## src/rtl/xec_pkg.sv

```systemverilog
package xec_pkg;

    localparam int NUM_ENT    = 5;
    localparam int ENT_MAX    = 6;
    localparam int HOLD_DEPTH = 5;

    typedef logic [7:0] t_byte;
    typedef logic [2:0] t_cnt;

    // One unit of output work: up to six bytes, first byte in lane 0
    typedef struct packed {
        logic [ENT_MAX-1:0][7:0] bytes;
        t_cnt                    count;
    } t_job;

    localparam t_byte ENT_TEXT [NUM_ENT][ENT_MAX] = '{
        '{"&", "q", "u", "o", "t", ";"},
        '{"&", "a", "p", "o", "s", ";"},
        '{"&", "l", "t", ";", 8'h00, 8'h00},
        '{"&", "g", "t", ";", 8'h00, 8'h00},
        '{"&", "a", "m", "p", ";", 8'h00}
    };

    localparam t_cnt ENT_LEN [NUM_ENT] = '{3'd6, 3'd6, 3'd4, 3'd4, 3'd5};

    localparam t_byte ENT_CHAR [NUM_ENT] = '{8'h22, 8'h27, "<", ">", "&"};

    localparam logic MODE_ESCAPE   = 1'b0;
    localparam logic MODE_UNESCAPE = 1'b1;

endpackage

```

## src/rtl/xec_front.sv

```systemverilog
module xec_front
    import xec_pkg::*;
(
    input  logic  i_clk,
    input  logic  i_rst_n,
    input  logic  i_cfg_valid,
    input  logic  i_cfg_data,
    input  logic  i_accept,
    input  t_byte i_data_byte,
    input  logic  i_string_end,
    output logic  o_push,
    output t_job  o_job
);

    logic  r_mode;
    t_cnt  r_held_cnt;
    t_cnt  n_held_cnt;
    t_byte r_held [HOLD_DEPTH];

    t_byte cand [ENT_MAX];
    logic  any_full;
    logic  any_pre;
    logic  esc_hit;
    logic  m;
    logic  hold_ext;
    logic  hold_amp;
    int    full_idx;
    int    esc_idx;

    // Build the candidate text: held prefix followed by the new byte
    always_comb begin
        for (int k = 0; k < ENT_MAX; k++) begin
            cand[k] = (t_cnt'(k) == r_held_cnt) ? i_data_byte : 8'h00;
        end
        for (int k = 0; k < HOLD_DEPTH; k++) begin
            if (t_cnt'(k) < r_held_cnt) begin
                cand[k] = r_held[k];
            end
        end
    end

    // Match the candidate against every entity at once
    always_comb begin
        any_full = 1'b0;
        any_pre  = 1'b0;
        full_idx = 0;
        m        = 1'b0;
        for (int i = 0; i < NUM_ENT; i++) begin
            m = (r_held_cnt < ENT_LEN[i]);
            for (int k = 0; k < ENT_MAX; k++) begin
                if (t_cnt'(k) <= r_held_cnt && cand[k] != ENT_TEXT[i][k]) begin
                    m = 1'b0;
                end
            end
            if (m && (r_held_cnt + 3'd1 == ENT_LEN[i])) begin
                any_full = 1'b1;
                full_idx = i;
            end
            if (m && (r_held_cnt + 3'd1 < ENT_LEN[i])) begin
                any_pre = 1'b1;
            end
        end
    end

    // Look up the byte among the special characters
    always_comb begin
        esc_hit = 1'b0;
        esc_idx = 0;
        for (int i = 0; i < NUM_ENT; i++) begin
            if (i_data_byte == ENT_CHAR[i]) begin
                esc_hit = 1'b1;
                esc_idx = i;
            end
        end
    end

    // Classify the beat into a job and the next hold state
    always_comb begin
        o_job.bytes = '0;
        o_job.count = 3'd0;
        n_held_cnt  = 3'd0;
        hold_ext    = 1'b0;
        hold_amp    = 1'b0;
        if (r_mode == MODE_ESCAPE) begin
            if (esc_hit) begin
                for (int k = 0; k < ENT_MAX; k++) begin
                    o_job.bytes[k] = ENT_TEXT[esc_idx][k];
                end
                o_job.count = ENT_LEN[esc_idx];
            end else begin
                o_job.bytes[0] = i_data_byte;
                o_job.count    = 3'd1;
            end
        end else begin
            for (int k = 0; k < ENT_MAX; k++) begin
                o_job.bytes[k] = cand[k];
            end
            if (any_full) begin
                o_job.bytes    = '0;
                o_job.bytes[0] = ENT_CHAR[full_idx];
                o_job.count    = 3'd1;
            end else if (any_pre) begin
                if (i_string_end || r_held_cnt == 3'(HOLD_DEPTH)) begin
                    o_job.count = r_held_cnt + 3'd1;
                end else begin
                    hold_ext   = 1'b1;
                    n_held_cnt = r_held_cnt + 3'd1;
                end
            end else if (i_data_byte == "&" && !i_string_end) begin
                // flush the held text, then start a new hold
                o_job.count = r_held_cnt;
                hold_amp    = 1'b1;
                n_held_cnt  = 3'd1;
            end else begin
                o_job.count = r_held_cnt + 3'd1;
            end
        end
    end

    assign o_push = i_accept && (o_job.count != 3'd0);

    // Hold mode and held count; a mode write drops the hold
    always_ff @(posedge i_clk) begin
        if (!i_rst_n) begin
            r_mode     <= MODE_ESCAPE;
            r_held_cnt <= 3'd0;
        end else if (i_cfg_valid) begin
            r_mode     <= i_cfg_data;
            r_held_cnt <= 3'd0;
        end else if (i_accept) begin
            r_held_cnt <= n_held_cnt;
        end
    end

    // Store held bytes
    always_ff @(posedge i_clk) begin
        if (i_accept && hold_ext) begin
            r_held[r_held_cnt] <= i_data_byte;
        end else if (i_accept && hold_amp) begin
            r_held[0] <= i_data_byte;
        end
    end

endmodule

```

## src/rtl/xec_queue.sv

```systemverilog
module xec_queue
    import xec_pkg::*;
#(
    parameter int DEPTH = 4
) (
    input  logic i_clk,
    input  logic i_rst_n,
    input  logic i_push,
    input  t_job i_push_job,
    output logic o_full,
    input  logic i_pop,
    output logic o_empty,
    output t_job o_head_job
);

    localparam int PW = (DEPTH > 1) ? $clog2(DEPTH) : 1;
    localparam int CW = $clog2(DEPTH + 1);

    t_job          r_mem [DEPTH];
    logic [PW-1:0] r_wr_ptr;
    logic [PW-1:0] r_rd_ptr;
    logic [CW-1:0] r_count;

    assign o_full     = (r_count == CW'(DEPTH));
    assign o_empty    = (r_count == '0);
    assign o_head_job = r_mem[r_rd_ptr];

    // Advance pointers and count
    always_ff @(posedge i_clk) begin
        if (!i_rst_n) begin
            r_wr_ptr <= '0;
            r_rd_ptr <= '0;
            r_count  <= '0;
        end else begin
            if (i_push) begin
                r_wr_ptr <= (r_wr_ptr == PW'(DEPTH - 1)) ? '0 : r_wr_ptr + 1'b1;
            end
            if (i_pop) begin
                r_rd_ptr <= (r_rd_ptr == PW'(DEPTH - 1)) ? '0 : r_rd_ptr + 1'b1;
            end
            if (i_push && !i_pop) begin
                r_count <= r_count + 1'b1;
            end else if (i_pop && !i_push) begin
                r_count <= r_count - 1'b1;
            end
        end
    end

    // Store the job
    always_ff @(posedge i_clk) begin
        if (i_push) begin
            r_mem[r_wr_ptr] <= i_push_job;
        end
    end

endmodule

```

## src/rtl/xec_back.sv

```systemverilog
module xec_back
    import xec_pkg::*;
(
    input  logic  i_clk,
    input  logic  i_rst_n,
    input  logic  i_empty,
    input  t_job  i_head_job,
    output logic  o_pop,
    output logic  o_out_valid,
    input  logic  i_out_stall,
    output t_byte o_out_byte,
    output logic  o_run_last
);

    logic                    r_valid;
    t_cnt                    r_left;
    logic [ENT_MAX-1:0][7:0] r_bytes;
    logic                    out_acc;
    logic                    free;

    assign out_acc     = r_valid && !i_out_stall;
    assign free        = !r_valid || (out_acc && r_left == 3'd1);
    assign o_pop       = free && !i_empty;
    assign o_out_valid = r_valid;
    assign o_out_byte  = r_bytes[0];
    assign o_run_last  = (r_left == 3'd1);

    // Load the next job or advance through the current one
    always_ff @(posedge i_clk) begin
        if (!i_rst_n) begin
            r_valid <= 1'b0;
            r_left  <= 3'd0;
        end else if (o_pop) begin
            r_valid <= 1'b1;
            r_left  <= i_head_job.count;
        end else if (out_acc) begin
            r_valid <= (r_left != 3'd1);
            r_left  <= r_left - 3'd1;
        end
    end

    // Shift the bytes toward lane 0
    always_ff @(posedge i_clk) begin
        if (o_pop) begin
            r_bytes <= i_head_job.bytes;
        end else if (out_acc) begin
            r_bytes <= r_bytes >> 8;
        end
    end

endmodule

```

## src/rtl/xml_entity_codec_top.sv

```systemverilog
// XML predefined entity codec, escape and unescape over a byte stream.
// Input channel: i_in_valid / o_in_stall, carrying i_data_byte and
// i_string_end (last byte of a string). A beat is taken when valid is high
// and stall is low. Output channel: o_out_valid / i_out_stall, carrying
// o_out_byte and o_run_last, which marks the last byte produced by one input.
// Config channel: i_cfg_valid / o_cfg_ready with i_cfg_data, the mode bit
// (0 escape, 1 unescape); a write also drops any held partial entity.
// Write config only while the block is drained.
// An accepted beat passes the job queue, then the output register.
// Throughput: one input per cycle while the queue is not full; the output
// shifter sends one byte per cycle while i_out_stall is low, so the bytes
// of an escaped character's entity leave one after another. Inputs that only
// extend a held prefix produce nothing.
// A job queue of QUEUE_DEPTH entries sits between classifier and output;
// o_in_stall rises when it fills, so an output stall backs up to the input.
// Reset (synchronous, active low) selects escape mode and empties the hold,
// the queue and the output register.
module xml_entity_codec_top
    import xec_pkg::*;
#(
    parameter int QUEUE_DEPTH = 4
) (
    input  logic       i_clk,
    input  logic       i_rst_n,
    input  logic       i_cfg_valid,
    output logic       o_cfg_ready,
    input  logic       i_cfg_data,
    input  logic       i_in_valid,
    output logic       o_in_stall,
    input  logic [7:0] i_data_byte,
    input  logic       i_string_end,
    output logic       o_out_valid,
    input  logic       i_out_stall,
    output logic [7:0] o_out_byte,
    output logic       o_run_last
);

    logic accept;
    logic push;
    logic full;
    logic pop;
    logic empty;
    t_job push_job;
    t_job head_job;

    assign o_cfg_ready = 1'b1;
    assign o_in_stall  = full;
    assign accept      = i_in_valid && !full;

    xec_front u_front (
        .i_clk        (i_clk),
        .i_rst_n      (i_rst_n),
        .i_cfg_valid  (i_cfg_valid),
        .i_cfg_data   (i_cfg_data),
        .i_accept     (accept),
        .i_data_byte  (i_data_byte),
        .i_string_end (i_string_end),
        .o_push       (push),
        .o_job        (push_job)
    );

    xec_queue #(
        .DEPTH (QUEUE_DEPTH)
    ) u_queue (
        .i_clk      (i_clk),
        .i_rst_n    (i_rst_n),
        .i_push     (push),
        .i_push_job (push_job),
        .o_full     (full),
        .i_pop      (pop),
        .o_empty    (empty),
        .o_head_job (head_job)
    );

    xec_back u_back (
        .i_clk       (i_clk),
        .i_rst_n     (i_rst_n),
        .i_empty     (empty),
        .i_head_job  (head_job),
        .o_pop       (pop),
        .o_out_valid (o_out_valid),
        .i_out_stall (i_out_stall),
        .o_out_byte  (o_out_byte),
        .o_run_last  (o_run_last)
    );

endmodule

```

## config.mk

```make
export PLATFORM = sky130hd
export DESIGN_NAME = xml_entity_codec_top
export DESIGN_NICKNAME = d
export VERILOG_FILES = /design/src/rtl/xec_pkg.sv /design/src/rtl/xec_front.sv /design/src/rtl/xec_queue.sv /design/src/rtl/xec_back.sv /design/src/rtl/xml_entity_codec_top.sv
export SDC_FILE = /design/constraint.sdc
export NUM_CORES = 1
export LEC_CHECK = 0
export BUFFER_PORTS_ARGS = -buffer_cell sky130_fd_sc_hd__buf_2
export CAP_MARGIN = 25
export CORE_ASPECT_RATIO = 0.9
export CORE_MARGIN = 4
export CORE_UTILIZATION = 35
export CTS_CLUSTER_DIAMETER = 30
export DETAILED_ROUTE_END_ITERATION = 10
export RECOVER_POWER = 100
export SLEW_MARGIN = 20
export SYNTH_ARGS = -nofsm -noshare
export SYNTH_HDL_FRONTEND = slang
export SYNTH_SLANG_ARGS = --single-unit
```

## constraint.sdc

```tcl
create_clock -name i_clk -period 8.8 [get_ports i_clk]
set_input_delay 1.76 -clock i_clk [delete_from_list [all_inputs] [get_ports i_clk]]
set_output_delay 1.76 -clock i_clk [all_outputs]
set_load 0.05 [all_outputs]
```

# Yosys cells after proc, flatten, opt, wreduce, memory -nomap -nowiden
# Memories as Yosys holds them, arrays and structs flattened. A register that Yosys moved wholly into a read port is not among the register bits.
# Cells that the tools add are included.
[totals]
reg_bits = 63
ram_bits = 244
romBits = 472
input_bits = 15
output_inout_bits = 12
mem_count = 5
[memory_table]
columns = ["name", "words", "word_bits", "rd", "rd_clocked_by_memory_dff", "write_ports", "line", "rtl"]
rows = [
  ["(name not given)", 8, 48, 1, 0, 0, "xec_front.sv:87", "o_job.bytes[k] = ENT_TEXT[esc_idx][k];"],
  ["u_queue.r_mem", 4, 51, 1, 1, 1, "xec_queue.sv:19", "t_job r_mem [DEPTH];"],
  ["(name not given)", 8, 8, 1, 0, 0, "xec_front.sv:100", "o_job.bytes[0] = ENT_CHAR[full_idx];"],
  ["u_front.r_held", 5, 8, 5, 0, 1, "xec_front.sv:18", "t_byte r_held [HOLD_DEPTH];"],
  ["(name not given)", 8, 3, 1, 0, 0, "xec_front.sv:89", "o_job.count = ENT_LEN[esc_idx];"],
]
[op_classes]
addsub = 6
magnitude_cmp = 19
n_eq_ne = 35
n_mux = 111
n_bitwise = 3
n_reduce_logical = 56
[op_table]
columns = ["op", "n"]
rows = [
  ["$mux W48", 5],
  ["$mux W8", 14],
  ["$ne A8 B7 Y1 const B", 12],
  ["$ge A32 B4 Y1 const B", 2],
  ["$mux W1", 64],
  ["$not A3 Y32", 2],
  ["$mux W3", 17],
  ["$mux W51", 1],
  ["$eq A8 B6 Y1 const B", 5],
  ["$mux W40", 1],
  ["$logic_and A1 B1 Y1", 38],
  ["$ne A8 B6 Y1 const B", 4],
  ["$lt A3 B3 Y1 const B", 6],
  ["$mux W2", 8],
  ["$reduce_bool A8 Y1", 2],
  ["$eq A3 B3 Y1 const B", 5],
  ["$mux W11", 1],
  ["$reduce_or A8 Y1", 1],
  ["$logic_not A1 Y1", 7],
  ["$add A3 B1 Y3 const B", 2],
  ["$eq A2 B3 Y1 const A", 2],
  ["$eq A3 B3 Y1 const A", 2],
  ["$le A1 B3 Y1 const A", 2],
  ["$le A2 B3 Y1 const A", 2],
  ["16 further kinds", 25],
]

# Depth between registers and ports, before layout
# Gate-level depths: netlist (run 1).
[depth]
word_depth = 28
mapped_depth = 22

# Hierarchy
# A second synthesis (run 1) with hierarchy kept.
[hier_totals]
cells_unflattened = 890
hier_area_um2 = 14138.6
[by_module_without_submodules]
columns = ["mod", "instances", "cells_per_inst", "area_each_um2", "seq_area_each_um2"]
rows = [
  ["xec_queue", 1, 311, 7876.3, 6306.0],
  ["xec_front", 1, 439, 3938.8, 1281.2],
  ["xec_back", 1, 137, 2298.5, 1521.5],
  ["xml_entity_codec_top", 1, 3, 25.0, 0.0],
]

# Worst setup path after synthesis (run 1)
# OpenSTA, ideal clock, no wires.
[synth_timing]
path_kind = "in2reg"
start = "input i_data_byte[1]"
end = "memory u_queue.r_mem[0][0] (netlist name) (enable)"
setup_time_ns = 0.414
t_arrival_ns = 5.317
required_ns = 8.386
setup_slack_ns = 3.069
cell_stages = 10
path_buffers = 1
path_cell_list = "clkbuf_1 -> nand4bb_1 -> or4_1 -> a221o_1 -> a221o_1 -> nor3_4 -> o21a_1 -> o311ai_4 -> a31oi_4 -> and2_1"
[synth_between]
elab_chain_cells = 23
word_cells_on_any_way = 123
[synth_lines]
columns = ["item", "line", "rtl"]
rows = [
  ["start, declared", "xml_entity_codec_top.sv:30", "input logic [7:0] i_data_byte,"],
  ["$mux W8", "xec_front.sv:33", "cand[k] = (t_cnt'(k) == r_held_cnt) ? i_data_byte : 8'h00;"],
  ["$mux W8", "xec_front.sv:36", "if (t_cnt'(k) < r_held_cnt) begin"],
  ["$ne A8 B6 Y1", "xec_front.sv:51", "if (t_cnt'(k) <= r_held_cnt && cand[k] != ENT_TEXT[i][k]) begin"],
  ["$logic_and A1 B1 Y1", "xec_front.sv:51", ""],
  ["$mux W1 (6 in series)", "xec_front.sv:51", ""],
  ["$logic_and A1 B1 Y1", "xec_front.sv:59", "if (m && (r_held_cnt + 3'd1 < ENT_LEN[i])) begin"],
  ["$mux W1 (5 in series)", "xec_front.sv:59", ""],
  ["$mux W3", "xec_front.sv:102", "end else if (any_pre) begin"],
  ["$mux W3", "xec_front.sv:98", "if (any_full) begin"],
  ["$mux W51 *", "xec_front.sv:84", "if (r_mode == MODE_ESCAPE) begin"],
  ["$reduce_bool A3 Y1 *", "xec_front.sv:120", "assign o_push = i_accept && (o_job.count != 3'd0);"],
  ["$logic_and A1 B1 Y1 *", "xec_front.sv:120", ""],
  ["net push", "xml_entity_codec_top.sv:39", "logic push;"],
  ["$mux W1 *", "xec_queue.sv:51", "if (i_push) begin"],
  ["$mux W1 (implied by the code) *", "xec_queue.sv:52", "r_mem[r_wr_ptr] <= i_push_job;"],
  ["end, declared", "xec_queue.sv:19", ""],
]
# Mark *: on every way through the listed nets, which the timed path passes. The rest lies on a longest branch. The select of a mux whose other input is x is not followed.

==> out/results.tsv, run 1 <==
stage	metric	value	unit
run_status	status	complete, but fails checks	
run_status	violations	max-capacitance violations, max-slew violations	
flow_run	max_cap_viol_count	4	
worst_setup_path	endpoint_kind	flip-flop	
placement	io_buffers	25	
synthesis	yosys-top-cells-area	edfxtp_1, mux4_2, nand2_1, dfxtp_1, o21ai_0	
synthesis	synth_top_area_frac	0.631	
clocking	clock_latency	550	ps
worst_setup_path	cp.arrival	7220	ps
power	p_total	5.65	mW
global_routing	antenna_found_initial	1	
timing	rsz0062_at_grt	no	
synthesis	synth_top_cell_by_area	edfxtp_1	
cells_and_area	finalInstanceArea	16700	um2
worst_setup_path	critPathMaxFanout	38	
synthesis	synth_fp_nets	1026	
worst_setup_path	crit_chain	clkbuf_1 -> nand4_1 -> a21o_1 -> a21o_1 -> or4b_1 -> o211a_2 -> o21ai_0 -> clkbuf_1 -> or2_0 -> o21ai_0	
synthesis	ys.flop_type	edfxtp_1	
global_routing	grt_use_total	0.159	
floorplanning	fp.dieW	218	um
power	powerDensity	338	nW/um2
timing	skew	25.7	ps
synthesis	ys_warn_count	0	
route	drt-pass1-iter-count	7	
timing	fin_ws	1760	ps
floorplanning	fp-row-count	68	
worst_setup_path	path_class	in -> reg	
synthesis	synthCells	998	
clocking	ctsHoldBuffers	0	
global_routing	grt_first_pass_wirelength	52400	um
route	drtIter0Drc	826	
floorplanning	core	38800	um2
clocking	path_clk_slew	50	ps
global_routing	first_global_vias	8516	
route	ant_nets	0	
synthesis	async_reset_ff_frac	0	
cells_and_area	nets	1063	
clocking	post_cts_buffers	0	
cells_and_area	area_growth	20.2	%
route	finalWirelength	34300	um
clocking	htreeDepth	3	
worst_setup_path	critPathMaxStageDelay	1320	ps
floorplanning	initial_utilization	0.358	
worst_setup_path	cp_slowest_cell	clkbuf_1	
timing	hold_viol_final	0	
global_routing	overflow	0	
synthesis	synth-edff-count	292	
timing	fin_crit_sh	0.800	
clocking	cts-resized-gates	0	
worst_setup_path	start_kind	input pin	
timing	tightest_slew	2830	ps
cells_and_area	fin_util	0.431	
placement	post-place-ws	2560	ps
route	routed_via_density	5.39	
synthesis	avgSynthCellArea	13.9	um2
route	via_count	8676	
timing	fin_setup_tns	0	ps
clocking	numCtsBuffers	66	
clocking	clock_path_buffers	3	
hold_path	worst_hold_path_type	reg -> reg	
worst_setup_path	crit_buf_inv	2	
clocking	cts_root_buffer	clkbuf_16	
power	irDropWorstVdd	0.233	mV
floorplanning	dieHeight	197	um
placement	dpl-instance-area	14500	um2
timing	slew_violations	169	
route	post_drt_wl_per_cell	21.3	um
clocking	cts_tree	built	
timing	setup_viol	0	
worst_setup_path	critPathTopFamily	buffers and inverters	
floorplanning	pin_count	27	
timing	slew_headroom	-0.890	
synthesis	synth_area	13900	um2
clocking	clock_sinks	309	
global_routing	grt_max_degree	52	
synthesis	synth.distinct_cells	84	
timing	fmax	0.142	GHz
synthesis	synth_seq_cells	309	
synthesis	yosysSeqAreaShare	0.656	
synthesis	yosys-top-cells-count	edfxtp_1, nand2_1, mux4_2, clkbuf_1, nor2_1	
cells_and_area	drive_above_1_share	0.174	
route	drc_errors	0	
placement	hpwl	21400	um
timing	post-route-min-period	7040	ps
power	power_leakage	5.65	nW
worst_setup_path	crit_required	8980	ps
synthesis	synth_most_common_cell	edfxtp_1	
placement	gp_congestion	0.975	
floorplanning	dieArea	43000	um2
==> report_power, final <==
| group | switching, mW | leakage [nW] | internal [mW] |
|---|---|---|---|
| Clock | 0.779 | 1.13 | 1.84 |
| Combinational | 0.614 | 1.73 | 0.364 |
| Sequential | 0.115 | 2.78 | 1.94 |
==> registers in the layout, indices dropped and copies added (netlist names), named ones only <==
register and flops:
u_queue.r_mem 204, u_back.r_bytes 40, u_front.r_held 40, u_back.o_out_byte 8
u_back.r_left 3, u_front.r_held_cnt 3, u_queue.r_count 3, u_queue.r_rd_ptr 2
u_queue.r_wr_ptr 2, u_back.o_out_valid 1, u_front.r_mode 1
==> cell usage in the layout, fill, tap and decap left out, types with 5 or more instances in the layout <==
cell type,n
o21ai_1,5
clkbuf_1,33
nor4_1,5
mux2i_1,7
nand2b_1,9
nor3_1,14
clkinv_1,9
edfxtp_1,292
clkbuf_16,69
nand2_1,182
a22o_1,6
o211ai_1,7
nand4bb_1,5
a21o_1,5
ha_1,12
a21oi_1,29
o21a_1,7
nor2b_1,8
and2_1,12
nand4_1,8
and3_1,13
o21ai_0,35
dfxtp_1,15
a31oi_1,7
bufinv_16,14
inv_1,21
nor2_1,42
inv_6,9
nand3_1,12
nand4b_1,9
and2_0,9
o22ai_1,10
clkinvlp_4,7
buf_4,9
mux4_2,51
==> cell families after synthesis <==
family | count (synthesis) | share of synthesized area
and+or+nand+nor | 361 | 0.128
DFF | 309 | 0.656
AOI/OAI and AO/OA | 158 | 0.0821
buffers and inverters | 94 | 0.0316
muxes | 58 | 0.0877
adders and majority gates | 13 | 0.0122
xor gates and xnor gates | 4 | 0.00252
other | 1 | 0.000270
==> metrics by stage <==
stage | hold WS [ps] | instances
floorplan | 467 | 998
CTS | 486 | 1610
finish | 493 | 1611
global route | 521 | 1611
global placement | 472 | 1492
detailed placement | 480 | 1492
==> per-layer routing <==
| metal | wire length [um] | share of wire | GRT usage |
|---|---|---|---|
| met5 | 0 | 0 | 0 |
| met4 | 930 | 0.027 | 0.0604 |
| met3 | 2540 | 0.074 | 0.0341 |
| met2 | 15000 | 0.44 | 0.229 |
| met1 | 15800 | 0.46 | 0.238 |
==> final timing paths <==
kind | from | to | slack, ps | depth (start not counted)
worst min register to register | u_queue.r_rd_ptr[1] | flip-flop | 490 | 2
worst max-delay path | i_data_byte[1] | u_queue.r_mem[0][39] | 1760 | 10
worst min-delay path | u_queue.r_rd_ptr[1] | flip-flop | 490 | 2
worst max register to register | u_front.r_held_cnt[0] | u_queue.r_mem[0][39] | 2620 | 13
==> final cells by class <==
| cell class | instances | area, um2 |
|---|---|---|
| fill | 3540 | 22100 |
| sequential | 309 | 9120 |
| clock inverter | 43 | 611 |
| timing repair buffer | 40 | 189 |
| tap | 525 | 657 |
| clock buffer | 75 | 1750 |
| antenna | 1 | 2.50 |
| multi-input combinational | 595 | 4300 |
| inverter | 23 | 86.3 |
==> worst min-delay path: stages, from the launching register on <==
cell and delay [ps]:
dfxtp_1 310, nand2_1 50, a21boi_0 90
Power figures use the tool's default switching activity.
==> inputs of run 2 (changes only) <==
==> constraint.sdc (replaced) <==
create_clock -name i_clk -period 5.7 [get_ports i_clk]
set_input_delay 1.14 -clock i_clk [delete_from_list [all_inputs] [get_ports i_clk]]
set_output_delay 1.14 -clock i_clk [all_outputs]
set_load 0.05 [all_outputs]
==> run 2 against run 1 <==
Critical path depth increased by 4. Hold slack worse by 6.8 ps. Register-to-register slack lost 1900 ps. Power grew 44%. Global-route usage increased by 0.30 points. Critical endpoint is now u_front.r_held[2][1]. Sequential cell count is the same. The run still ends with max-capacitance violations, max-slew violations left. Largest power group unchanged. Sequential power increased by 54%. Non-clock buffer count grew 21. Design area fell by 0.70%. Combinational power rose by 57%. Largest cell class unchanged.
==> out/results.tsv, run 2 (synthesis results as in run 1) <==
stage	metric	value	unit	change
worst_setup_path	critPathMaxFanout	38		unchanged
cells_and_area	final_common_cell	edfxtp_1		
timing	fmax	0.194	GHz	
clocking	cts-resized-gates	0		unchanged
timing	tightest_slew	3540	ps	+707 ps
clocking	cts_tree	built		
placement	hpwl	22200	um	+3.9%
worst_setup_path	endpoint_kind	flip-flop		
route	routed_via_density	5.36		-0.40%
route	drt-pass1-iter-count	5		-2
power	combPwrFrac	0.190		+0.017
route	finalWirelength	35100	um	+2.2%
clocking	numCtsBuffers	58		-12%
placement	gp_congestion	0.923		-5.4%
global_routing	overflow	0		unchanged
route	post_drt_wl_per_cell	21.6	um	+1.5%
floorplanning	dieArea	43000	um2	unchanged
power	pwr-share-clk	0.420		-0.043
route	drc_errors	0		unchanged
worst_setup_path	crit_required	5970	ps	-3010 ps
global_routing	first_global_vias	8649		+1.6%
worst_setup_path	critPathTopFamily	buffers and inverters		
cells_and_area	drive_above_1_share	0.189		+0.0145
power	switching_share	0.281		+0.0140
run_status	violations	max-capacitance violations, max-slew violations		
power	switchingPower	2.28	mW	+51%
floorplanning	fp.dieW	218	um	unchanged
run_status	status	complete, but fails checks		
global_routing	grt_max_degree	52		unchanged
route	ant_nets	0		unchanged
clocking	ctsHoldBuffers	0		unchanged
timing	post-route-min-period	5160	ps	
cells_and_area	nets	1076		+1.2%
power	share_seq_of_total_power	0.390		+0.026
worst_setup_path	cp.arrival	5430	ps	-1790 ps
timing	slew_headroom	-1.36		-0.471
floorplanning	dieHeight	197	um	unchanged
timing	rsz0062_at_grt	no		
worst_setup_path	crit_buf_inv	5		+3
floorplanning	pin_count	27		unchanged
timing	fin_crit_sh	0.905		
global_routing	antenna_found_initial	1		unchanged
worst_setup_path	cp_slowest_cell	nor4_1		
timing	slew_violations	90		-47%
worst_setup_path	crit_top_cell	clkbuf_1		
clocking	clock_path_buffers	3		unchanged
timing	skew	17.3	ps	-8.46 ps
cells_and_area	area_growth	19.4	%	
clocking	clock_latency	570	ps	+20 ps
cells_and_area	largest-register	u_queue.r_mem		
clocking	cts_root_buffer	clkbuf_16		
global_routing	grt_use_total	0.162		+0.00300
flow_run	max_cap_viol_count	2		-2
floorplanning	fp-row-count	68		unchanged
placement	io_buffers	25		unchanged
power	irDropWorstVdd	0.284	mV	+22%
power	internal_power	5.84	mW	+41%
worst_setup_path	path_class	in -> reg		
worst_setup_path	critPathMaxStageDelay	790	ps	-530 ps
placement	dp_cells	1513		+1.4%
clocking	clock_sinks	309		unchanged
cells_and_area	finalNonFillerCells	1623		+0.74%
worst_setup_path	start_kind	input pin		
worst_setup_path	crit_chain	clkbuf_1 -> clkbuf_1 -> inv_1 -> nand4_1 -> a221oi_1 -> a2bb2oi_1 -> o2111ai_1 -> o211a_2 -> o21ai_2 -> clkbuf_2 -> nor4_1 -> nand2_1 -> nor3_1 -> buf_4		
cells_and_area	top_regs	u_queue.r_mem: 204 flops, u_back.r_bytes: 40 flops, u_front.r_held: 40 flops		
power	power_leakage	5.61	nW	-0.65%
cells_and_area	largest_register_ffs	204		unchanged
power	powerDensity	490	nW/um2	+45%
timing	fin_setup_tns	0	ps	unchanged
clocking	htreeDepth	2		-1
floorplanning	initial_utilization	0.358		unchanged
floorplanning	core	38800	um2	unchanged
route	via_count	8706		+0.35%
timing	setup_viol	0		unchanged
global_routing	grt_first_pass_wirelength	53800	um	+2.6%
timing	hold_viol_final	0		unchanged
hold_path	worst_hold_path_type	reg -> reg		
route	drtIter0Drc	868		+5.1%
clocking	post_cts_buffers	0		unchanged
clocking	path_clk_slew	50	ps	about the same
cells_and_area	most-common-layout-cells	edfxtp_1, nand2_1, clkbuf_16		
[run 2: cell count changes in the layout (fill, tap and decap cells not counted), sizes merged]
cell / change
inv: -1
clkinvlp: -1
bufinv: -7
clkbuf: -5
clkinv: +10
buf: +16
[run 2: worst register-to-register path, stage by stage (launching register included)]
cell and delay (ps):
dfxtp_1 920, nor2_1 310, a31oi_1 440, nand3_1 180
o31ai_1 460, o2111ai_1 370, o32ai_4 290, o21a_1 230
o311ai_4 100, a31oi_4 210, clkbuf_1 280, and2_2 460
clkbuf_2 380
[run 2: per-layer routing]
| layer | GRT usage | routed length (um) | vias to the layer above |
|---|---|---|---|
| li1 | - | - | 3921 |
| met1 | 0.248 | 16600 | 4364 |
| met2 | 0.237 | 15200 | 358 |
| met3 | 0.0335 | 2640 | 63 |
| met4 | 0.0407 | 675 | 0 |
| met5 | 0 | 0 | - |
[run 2: power groups by stage]
| stage | clock network, mW | registers (mW) | logic, mW |
|---|---|---|---|
| finish | 3.41 | 3.17 | 1.54 |
| floorplan | 0 | 3.12 | 1.22 |
| global route | 3.60 | 3.21 | 1.72 |
| detailed placement | 0 | 3.22 | 1.58 |
| CTS | 3.48 | 3.18 | 1.58 |
| global placement | 0 | 3.21 | 1.56 |
[run 2: worst paths after layout]
kind	from	to	slack, ps	cells past startpoint
worst max-delay path	i_data_byte[1]	u_front.r_held[2][1]	540	14
worst min-delay path	u_queue.r_rd_ptr[1]	flip-flop	490	2
worst max register to register	u_front.r_held_cnt[2]	u_queue.r_mem[0][11]	700	12
worst min register to register	u_queue.r_rd_ptr[1]	flip-flop	490	2
[run 2: area by class of cell]
class	count	area [um2]
sequential	309	9110
clock buffer	65	1530
tap	525	657
timing repair buffer	61	392
antenna	1	2.50
multi-input combinational	595	4340
clock inverter	44	469
inverter	23	86.3
fill	3615	22200
[run 2: per-stage QoR]
stage                     hold slack [ps]  utilization  instance area (um2)  total power [mW]  setup WS [ps]
final                                 486        0.428                16600              8.13            540
after global placement                475        0.378                14700              4.77            437
after detailed placement              482        0.378                14700              4.80            463
after CTS                             489        0.430                16700              8.24            830
after floorplan                       467            -                13900              4.34            589
after global routing                  520        0.428                16600              8.53            249
